===== config.mk =====
export PLATFORM = sky130hd
export DESIGN_NAME = scalar_kalman_filter
export DESIGN_NICKNAME = d
export VERILOG_FILES = /design/src/sv/skf_pkg.sv /design/src/sv/scalar_kalman_filter.sv
export VERILOG_INCLUDE_DIRS = /design/src /design/src/sv
export SDC_FILE = /design/constraint.sdc
export NUM_CORES = 2
export LEC_CHECK = 0
export ABC_AREA = 1
export BUFFER_PORTS_ARGS = -buffer_cell sky130_fd_sc_hd__buf_2
export CAP_MARGIN = 30
export CORE_AREA = 4 4 318 320
export DETAILED_ROUTE_END_ITERATION = 7
export DIE_AREA = 0 0 322 324
export PLACE_DENSITY = 0.68
export SLEW_MARGIN = 20
export SYNTH_ARGS = -nofsm -noshare
export SYNTH_HDL_FRONTEND = slang
export SYNTH_SLANG_ARGS = --single-unit

===== constraint.sdc =====
create_clock -name clk -period 25.2 [get_ports clk]
set_clock_uncertainty 0.1 [all_clocks]
set_input_delay 2.52 -clock clk [delete_from_list [all_inputs] [get_ports clk]]
set_output_delay 2.52 -clock clk [all_outputs]
set_load 0.005 [all_outputs]

===== src/sv/scalar_kalman_filter_defines.svh =====
// Assertion helpers for the scalar Kalman filter.
`ifndef SCALAR_KALMAN_FILTER_DEFINES_SVH
`define SCALAR_KALMAN_FILTER_DEFINES_SVH

`ifndef SYNTHESIS
`define SKF_ASSERT_SAME(label, clk, rst, ante, cons) \
  label: assert property (@(posedge clk) disable iff (rst) (ante) |-> (cons)) \
    else $error("scalar_kalman_filter check failed");
`define SKF_ASSERT_NEXT(label, clk, rst, ante, cons) \
  label: assert property (@(posedge clk) disable iff (rst) (ante) |=> (cons)) \
    else $error("scalar_kalman_filter check failed");
`else
`define SKF_ASSERT_SAME(label, clk, rst, ante, cons)
`define SKF_ASSERT_NEXT(label, clk, rst, ante, cons)
`endif

`endif


===== src/sv/skf_pkg.sv =====
package skf_pkg;

  localparam int FRAC_BITS_DEFAULT = 16;

  localparam logic [30:0] PROCESS_NOISE_RESET      = 31'd6554;
  localparam logic [30:0] MEASUREMENT_NOISE_RESET  = 31'd6554;
  localparam logic [30:0] INITIAL_COVARIANCE_RESET = 31'd6554;
  localparam logic [31:0] INITIAL_ESTIMATE_RESET   = 32'd0;

  localparam logic [16:0] GAIN_MAX = 17'h1FFFF;

  localparam int CFG_INDEX_W = 3;
  localparam logic [CFG_INDEX_W-1:0] REG_PROCESS_NOISE      = 3'd0;
  localparam logic [CFG_INDEX_W-1:0] REG_MEASUREMENT_NOISE  = 3'd1;
  localparam logic [CFG_INDEX_W-1:0] REG_INITIAL_COVARIANCE = 3'd2;
  localparam logic [CFG_INDEX_W-1:0] REG_INITIAL_ESTIMATE   = 3'd3;

  typedef struct packed {
    logic signed [31:0] measurement;
    logic               last;
  } meas_t;

  typedef struct packed {
    logic signed [31:0] estimate;
    logic [16:0]        gain;
  } result_t;

endpackage


===== src/sv/scalar_kalman_filter.sv =====
// Scalar Kalman filter over a stream of signed fixed-point measurements.
// A measurement request (meas, with a last flag) is taken on meas_valid when
// meas_stall is low; each one yields exactly one result request (estimate and
// gain) on result_valid, taken when result_stall is low.
// The configuration channel (cfg_valid, cfg_ready, cfg_index, cfg_data) sets
// q, r and the starting covariance and estimate; cfg_ready is always high, and
// writes are expected only while no measurement is in flight.
// One measurement at a time is processed. After acceptance it passes a load
// state and a divider setup state, a bit-serial restoring divider for the
// gain, a multiplier setup state, two shift-and-add multipliers run side by
// side, and a final rounding state that registers the result. A new
// measurement is taken only once the filter is back in idle, after the last
// one is through.
// The result sits in an output register; while it waits under result_stall
// the next measurement is already accepted and computed, and only the final
// rounding state holds until the register is free.
// Reset restores the register defaults, drops any pending result and makes the
// next measurement start from the configured covariance and estimate, as after
// a measurement marked last.
`include "scalar_kalman_filter_defines.svh"

module scalar_kalman_filter #(
  parameter int FRAC_BITS = skf_pkg::FRAC_BITS_DEFAULT
) (
  input  logic                                clk,
  input  logic                                rst,
  input  logic                                meas_valid,
  output logic                                meas_stall,
  input  skf_pkg::meas_t                      meas,
  output logic                                result_valid,
  input  logic                                result_stall,
  output skf_pkg::result_t                    result,
  input  logic                                cfg_valid,
  output logic                                cfg_ready,
  input  logic [skf_pkg::CFG_INDEX_W-1:0]     cfg_index,
  input  logic [31:0]                         cfg_data
);
  import skf_pkg::*;

  localparam int GW  = FRAC_BITS + 1;
  localparam int CW  = $clog2(GW);
  localparam int PXW = 33 + GW;
  localparam int PPW = 31 + GW;
  localparam int GXW = GW + 17;
  localparam logic [GW-1:0]  ONE    = GW'(1) << FRAC_BITS;
  localparam logic [PXW-1:0] HALF_X = PXW'(1) << (FRAC_BITS - 1);
  localparam logic [PPW-1:0] HALF_P = PPW'(1) << (FRAC_BITS - 1);
  localparam logic [CW-1:0]  LAST_STEP = CW'(GW - 1);

  typedef enum logic [2:0] {
    S_IDLE, S_LOAD, S_DSET, S_DIV, S_MSET, S_MUL, S_FIN
  } state_t;

  state_t state;

  logic [30:0]        q_reg;
  logic [30:0]        r_reg;
  logic [30:0]        p_init;
  logic signed [31:0] x_init;

  logic [30:0]        cov;
  logic signed [31:0] est;
  logic               restart;

  logic signed [31:0] z;
  logic               last_r;
  logic [30:0]        p1;
  logic signed [31:0] x;

  logic [31:0]        denom;
  logic [32:0]        rem;
  logic [GW-1:0]      quot;
  logic [CW-1:0]      count;

  logic [GW-1:0]      gain;
  logic [GW-1:0]      mpx;
  logic [GW-1:0]      mpp;
  logic signed [PXW-1:0] mcx;
  logic [PPW-1:0]     mcp;
  logic signed [PXW-1:0] accx;
  logic [PPW-1:0]     accp;

  logic [30:0]        p_src;
  logic signed [31:0] x_src;
  logic [31:0]        p_sum;
  logic               rem_ge;
  logic [32:0]        rem_sub;
  logic [31:0]        rem_sel;
  logic [GW-1:0]      gain_v;
  logic signed [32:0] dz;
  logic [PXW-1:0]     sx;
  logic signed [33:0] delta;
  logic signed [34:0] nx;
  logic signed [31:0] est_sat;
  logic [PPW-1:0]     sp;
  logic [31:0]        np;
  logic [30:0]        newp;
  logic [GXW-1:0]     gain_ext;
  logic [16:0]        gain_out;
  logic               out_busy;

  assign meas_stall = (state != S_IDLE);
  assign cfg_ready  = 1'b1;
  assign out_busy   = result_valid && result_stall;

  always_comb begin
    p_src   = restart ? p_init : cov;
    x_src   = restart ? x_init : est;
    p_sum   = {1'b0, p_src} + {1'b0, q_reg};
    rem_ge  = (rem >= {1'b0, denom});
    rem_sub = rem - {1'b0, denom};
    rem_sel = rem_ge ? rem_sub[31:0] : rem[31:0];
    gain_v  = (denom == 32'd0) ? '0 : quot;
    dz      = 33'(z) - 33'(x);
    sx      = accx + HALF_X;
    delta   = sx[PXW-1:FRAC_BITS];
    nx      = 35'(x) + 35'(delta);
    if (nx[34] && !(nx[33] && nx[32] && nx[31])) begin
      est_sat = 32'sh8000_0000;
    end else if (!nx[34] && (nx[33] || nx[32] || nx[31])) begin
      est_sat = 32'sh7FFF_FFFF;
    end else begin
      est_sat = nx[31:0];
    end
    sp   = accp + HALF_P;
    np   = sp[PPW-1:FRAC_BITS];
    newp = (np > {1'b0, p1}) ? p1 : np[30:0];
    gain_ext = GXW'(gain);
    gain_out = (gain_ext > GXW'(GAIN_MAX)) ? GAIN_MAX : gain_ext[16:0];
  end

  always_ff @(posedge clk) begin
    if (rst) begin
      state        <= S_IDLE;
      result_valid <= 1'b0;
      restart      <= 1'b1;
      count        <= '0;
      q_reg        <= PROCESS_NOISE_RESET;
      r_reg        <= MEASUREMENT_NOISE_RESET;
      p_init       <= INITIAL_COVARIANCE_RESET;
      x_init       <= INITIAL_ESTIMATE_RESET;
    end else begin
      if (cfg_valid && cfg_ready) begin
        unique case (cfg_index)
          REG_PROCESS_NOISE:      q_reg  <= cfg_data[30:0];
          REG_MEASUREMENT_NOISE:  r_reg  <= cfg_data[30:0];
          REG_INITIAL_COVARIANCE: p_init <= cfg_data[30:0];
          REG_INITIAL_ESTIMATE:   x_init <= cfg_data;
          default: ;
        endcase
      end

      if (result_valid && !result_stall && state != S_FIN) begin
        result_valid <= 1'b0;
      end

      unique case (state)
        S_IDLE: begin
          if (meas_valid) begin
            z      <= meas.measurement;
            last_r <= meas.last;
            state  <= S_LOAD;
          end
        end
        S_LOAD: begin
          p1    <= p_sum[31] ? 31'h7FFF_FFFF : p_sum[30:0];
          x     <= x_src;
          state <= S_DSET;
        end
        S_DSET: begin
          denom <= {1'b0, p1} + {1'b0, r_reg};
          rem   <= {2'b00, p1};
          quot  <= '0;
          count <= '0;
          state <= S_DIV;
        end
        S_DIV: begin
          rem  <= {rem_sel, 1'b0};
          quot <= {quot[GW-2:0], rem_ge};
          if (count == LAST_STEP) begin
            state <= S_MSET;
          end else begin
            count <= count + CW'(1);
          end
        end
        S_MSET: begin
          gain  <= gain_v;
          mpx   <= gain_v;
          mpp   <= ONE - gain_v;
          mcx   <= PXW'(dz);
          mcp   <= PPW'(p1);
          accx  <= '0;
          accp  <= '0;
          count <= '0;
          state <= S_MUL;
        end
        S_MUL: begin
          accx <= accx + (mpx[0] ? mcx : '0);
          accp <= accp + (mpp[0] ? mcp : '0);
          mcx  <= mcx <<< 1;
          mcp  <= mcp << 1;
          mpx  <= mpx >> 1;
          mpp  <= mpp >> 1;
          if (count == LAST_STEP) begin
            state <= S_FIN;
          end else begin
            count <= count + CW'(1);
          end
        end
        S_FIN: begin
          if (!out_busy) begin
            result.estimate <= est_sat;
            result.gain     <= gain_out;
            result_valid    <= 1'b1;
            est             <= est_sat;
            cov             <= newp;
            restart         <= last_r;
            state           <= S_IDLE;
          end
        end
        default: state <= S_IDLE;
      endcase
    end
  end

  `SKF_ASSERT_NEXT(a_accept_starts_load, clk, rst, meas_valid && !meas_stall, state == S_LOAD)
  `SKF_ASSERT_NEXT(a_fin_delivers, clk, rst, state == S_FIN && !out_busy, result_valid && state == S_IDLE)
  `SKF_ASSERT_SAME(a_step_bound, clk, rst, state == S_DIV || state == S_MUL, count <= LAST_STEP)
  `SKF_ASSERT_NEXT(a_div_to_mul, clk, rst, state == S_DIV && count == LAST_STEP, state == S_MSET)

endmodule

Word level (Yosys, flattened, before mapping)

Cells that the tools add are included.

Add/subtract/negate cells: 11
Multiply operators: 0
Div/mod/pow operators: 0
Magnitude comparators: 2
Equality and inequality tests: 16
Shifts and indexed selects: 0
Muxes and demuxes: 26
Bitwise gates (word level): 2
Reduce and logical (&&, ||, !) cells: 35

Operator list:

| cell                     | number |
|---|---|
| $pmux W50 S2             | 2 |
| $pmux W48 S2             | 2 |
| $pmux W17 S2             | 3 |
| $mux W32                 | 3 |
| $pmux W33 S2             | 1 |
| $add A31 B31 Y32         | 2 |
| $mux W31                 | 2 |
| $add A50 B16 Y50 const B | 1 |
| $add A50 B50 Y50         | 1 |
| $mux W50                 | 1 |
| $add A48 B16 Y48 const B | 1 |
| $add A48 B48 Y48         | 1 |
| $mux W48                 | 1 |
| $add A32 B34 Y35         | 1 |
| $ge A33 B32 Y1           | 1 |
| $sub A32 B32 Y33         | 1 |
| $gt A32 B31 Y1           | 1 |
| $logic_not A32 Y1        | 1 |
| $sub A32 B32 Y32         | 1 |
| $reduce_and A2 Y1        | 11 |
| $pmux W3 S7              | 1 |
| $mux W17                 | 1 |
| $sub A17 B17 Y17 const A | 1 |
| $eq A3 B2 Y1 const B     | 4 |
| other kinds (20)         | 47 |

Register bits after elaboration: 640
Bits in latches: 0
Bits in writable memories: 0
Bits in read-only memories: 0
Bits of input ports: 73
Word-level logic and storage cells: 117
Memories kept: 0

Longest topological paths before layout

Depth after elaboration: 6
Mapped depth: 25
Depth with buffers taken out: 24

Worst setup path before layout

No wires, ideal clock.

Path kind: input to register
From: in rst
To: reg accp[0] (enable)
Library setup time: 1,102 ps
Arrival: 18,361 ps
Data required time: 23,998 ps
Slack: 5,637 ps
Cell stages on the path: 2
Cell sequence: clkbuf_1 > nor3_1

Longest elaborated chain between the ends: 2

RTL lines:

| what                        | line                        | RTL |
|---|---|---|
| start: declaration          | scalar_kalman_filter.sv:26  | `input logic rst,` |
| $not A1 Y1 (no line)        | --                          |  |
| $reduce_and A2 Y1 (no line) | --                          |  |
| end signal: assignment      | scalar_kalman_filter.sv:199 | `accp <= accp + (mpp[0] ? mcp : '0);` |
| end: declaration            | scalar_kalman_filter.sv:81  | `logic [PPW-1:0] accp;` |

No other way between the ends.
A chain may end at the register's enable or synchronous reset.

Final worst setup path

From: reg accx[15]
To: reg est[2], data pin

Longest elaborated chain between the ends: 6
Elaborated cells on any way between the ends: 11
Those cells by class: add/sub: 2; mux: 1; reduce/logical: 8

RTL lines:

| what                                                                    | line                                                     | RTL |
|---|---|---|
| start: declaration                                                      | scalar_kalman_filter.sv:80                               | `logic signed [PXW-1:0] accx;` |
| start signal: assignment                                                | scalar_kalman_filter.sv:198                              | `accx <= accx + (mpx[0] ? mcx : '0);` |
| $add A50 B16 Y50 *                                                      | scalar_kalman_filter.sv:115                              | `sx = accx + HALF_X;` |
| $add A32 B34 Y35 *                                                      | scalar_kalman_filter.sv:117                              | `nx = 35'(x) + 35'(delta);` |
| $logic_or A1 B1 Y1 or $logic_and A1 B1 Y1 (tied branches) (2 in series) | scalar_kalman_filter.sv:120, scalar_kalman_filter.sv:118 |  |
| $logic_and A1 B1 Y1 or $logic_not A1 Y1 (tied branches)                 | scalar_kalman_filter.sv:120, scalar_kalman_filter.sv:118 |  |
| $mux W32 or $logic_and A1 B1 Y1 (tied branches)                         | scalar_kalman_filter.sv:120, scalar_kalman_filter.sv:118 |  |
| end signal: assignment                                                  | scalar_kalman_filter.sv:215                              | `est <= est_sat;` |
| end: declaration                                                        | scalar_kalman_filter.sv:62                               | `logic signed [31:0] est;` |

Mark *: on every way between the ends. The rest lies on a longest branch, timed or not.

==> impl_metrics.toml <==
[outcome]
status = "complete, no violations"

[clock_tree]
cts.sink_count = 640
root_buffer = "clkbuf_16"
cts_resized = 0
cts-htree-levels = 3
cts_tree = "done"
clockBufferDepth = 3
cts_made_buffers = 76
post_cts_buffers = 0
clkSlewWorstSetupHoldPaths_ps = 60
clkLatencyLatePin_ps = 650
ctsHoldBuffers = 0

[cells_and_area]
seqCellArea_um2 = 17900
nets = 6339
syn2layout_area_growth_pct = 10.3
final_cell_mix = "nand2_1, inv_1, nor2_1, a21oi_1, edfxtp_1"
fillerInstances = 9764
drive_above_1_share_pct = 6.04
final_common_cell = "nand2_1"
multi_input_area_um2 = 22700
top_regs = "accx: 50 flops, mcx: 50 flops"

[logic_synthesis]
ys_types = 56
postSynth.asyncResetShare_pct = 0
synth_top_area_cell = "edfxtp_1"
ys_ff_latch = 640
synth.net_count = 6241
synth.avg_cell_area_um2 = 7.51
synth-seq-area-share_pct = 40.5
synth-main-ff-cell = "edfxtp_1"
yosysTopAreaCellShare_pct = 34.4
yosys-top-cells-area = "edfxtp_1, nand2_1, ha_1"
synthCells = 5869
synth_edf_count = 505
yosysWarnings = 0
syn_area_um2 = 44100

[critical_path]
path_buf_inv = 0
worstSetupPathType = "register to register"
path_depth = 19
required_ps = 25460
cp-end-kind = "register"
arrival_ps = 4920
cp_cell_sequence = "ha_1 -> nand2_1 -> nor2_1 -> nand3_1 -> nor2_1 -> nand3_1 -> nor4_1 -> nand4_1 -> xnor2_1 -> ha_1 -> a21oi_1 -> o21bai_1 -> a21o_1 -> a21oi_1 -> nand2_1 -> nand2_1 -> nand2_1 -> nand2_2 -> a21oi_1"
path_common_cell = "nand2_1"
cp_max_fo = 31
startpoint_type = "register"
cpPeakStageDelay_ps = 500
rr_worst_depth = 19
worst_path_max_delay_cell = "nand2_2"
cp_top_family = "simple AND/OR/NAND/NOR gates"

[global_route]
grt_max_degree = 156
overflow = 0
grt_pass1_wl_mm = 214
antenna_found_initial = 2
grt_pass1_vias = 37580
grt_usage_pct = 26.5

[run]
drv_cap = 0

[timing]
fmax_ghz = 0.215
finalSetupViolCount = 0
period_needed_ps = 4660
drv_slew = 0
fin_tns_setup_ps = 0
tightest_slew_ps = 932
fin_ws_ps = 20540
period_share_pct = 18.5
rsz0062_at_grt = "false"
slew_headroom_pct = 37.7
hold_viol = 0

[placement]
port_buffers = 123
hpwlAfterDp_mm = 110
gp_congestion = 1.00
post-place-ws_ps = 20030

[worst_hold_path]
hold_depth = 0
worstHoldPathType = "register to register"

[routing]
drcViolationCount = 0
drtPass1Iterations = 6
drtIter0Drc = 3672
postRouteAntennaNets = 0
wl_per_cell_um = 19.4
wl_mm = 142
vias = 39901
viasPerCell = 5.45

[power_and_ir_drop]
max-vdd-ir-drop_v = 0.0000553
p_per_area_nw_per_um2 = 65.5
leakage_nw = 21.5

[floorplanning]
die_h_um = 324
initial_core_util_pct = 44.9
num_io_pins = 125
die_x_um = 322
fp-row-count = 115
dieArea_um2 = 104000
core_area_um2 = 98100
-- final cells by class --
class / instances / area share [%]
tap: 1287 / 3.31
antenna: 1 / 0.00515
timing repair buffer: 155 / 1.96
multi-input combinational: 4290 / 46.7
clock buffer: 90 / 4.06
clock inverter: 50 / 1.00
inverter: 804 / 6.21
sequential: 640 / 36.8
-- cell families after synthesis --
group | Yosys count | synth area share (%)
AOI/OAI and AO/OA | 1117 | 13.7
adders and majority gates | 299 | 8.61
and+or+nand+nor | 2690 | 25.2
DFF | 640 | 40.5
xor gates and xnor gates | 153 | 3.04
other | 1 | 0.00851
buffers and inverters | 939 | 8.17
muxes | 30 | 0.766
-- routing by layer --
| metal | vias to the layer above | wire length [um] | global-route usage (%) |
|---|---|---|---|
| met5 | - | 0 | 0 |
| met4 | 0 | 7360 | 12.5 |
| met3 | 297 | 8600 | 3.35 |
| met2 | 1334 | 65400 | 44.3 |
| met1 | 18487 | 60300 | 34.2 |
| li1 | 19783 | - | - |
-- per-stage QoR --
stage	hold slack [ps]	instances	utilization, %	total power, mW	area, um2
after floorplan	300	5869	-	1.85	44100
after global placement	303	7167	46.9	2.08	46000
after detailed placement	307	7173	47.0	2.09	46100
after CTS	320	7313	49.5	3.19	48500
after global routing	326	7316	49.5	3.34	48600
final	319	7317	49.5	3.18	48600
-- cells in the mapped netlist, types with 73 or more instances --
| library cell | instances |
|---|---|
| nand2_1 | 1347 |
| inv_1 | 799 |
| xor2_1 | 80 |
| clkbuf_1 | 92 |
| xnor2_1 | 73 |
| dfxtp_1 | 135 |
| edfxtp_1 | 505 |
| ha_1 | 292 |
| nor2_1 | 775 |
| nand3_1 | 320 |
| o21ai_0 | 421 |
| a21oi_1 | 508 |
| nor3_1 | 74 |
-- final timing paths --
kind | from | endpoint | slack [ps]
setup reg to reg | accx[15] | est[2] | 20540
hold / removal | gain[13] | result[13] | 320
hold reg to reg | gain[13] | result[13] | 320
setup / recovery | accx[15] | est[2] | 20540
-- power breakdown --
group	internal [mW]	switching, mW	total (mW)	leakage, nW
Clock	0.614	0.485	1.10	1.17
Sequential	1.25	0.0606	1.31	5.72
Combinational	0.244	0.532	0.776	14.6
Total	2.10	1.08	3.18	21.5
Power figures use the tool's default switching activity.
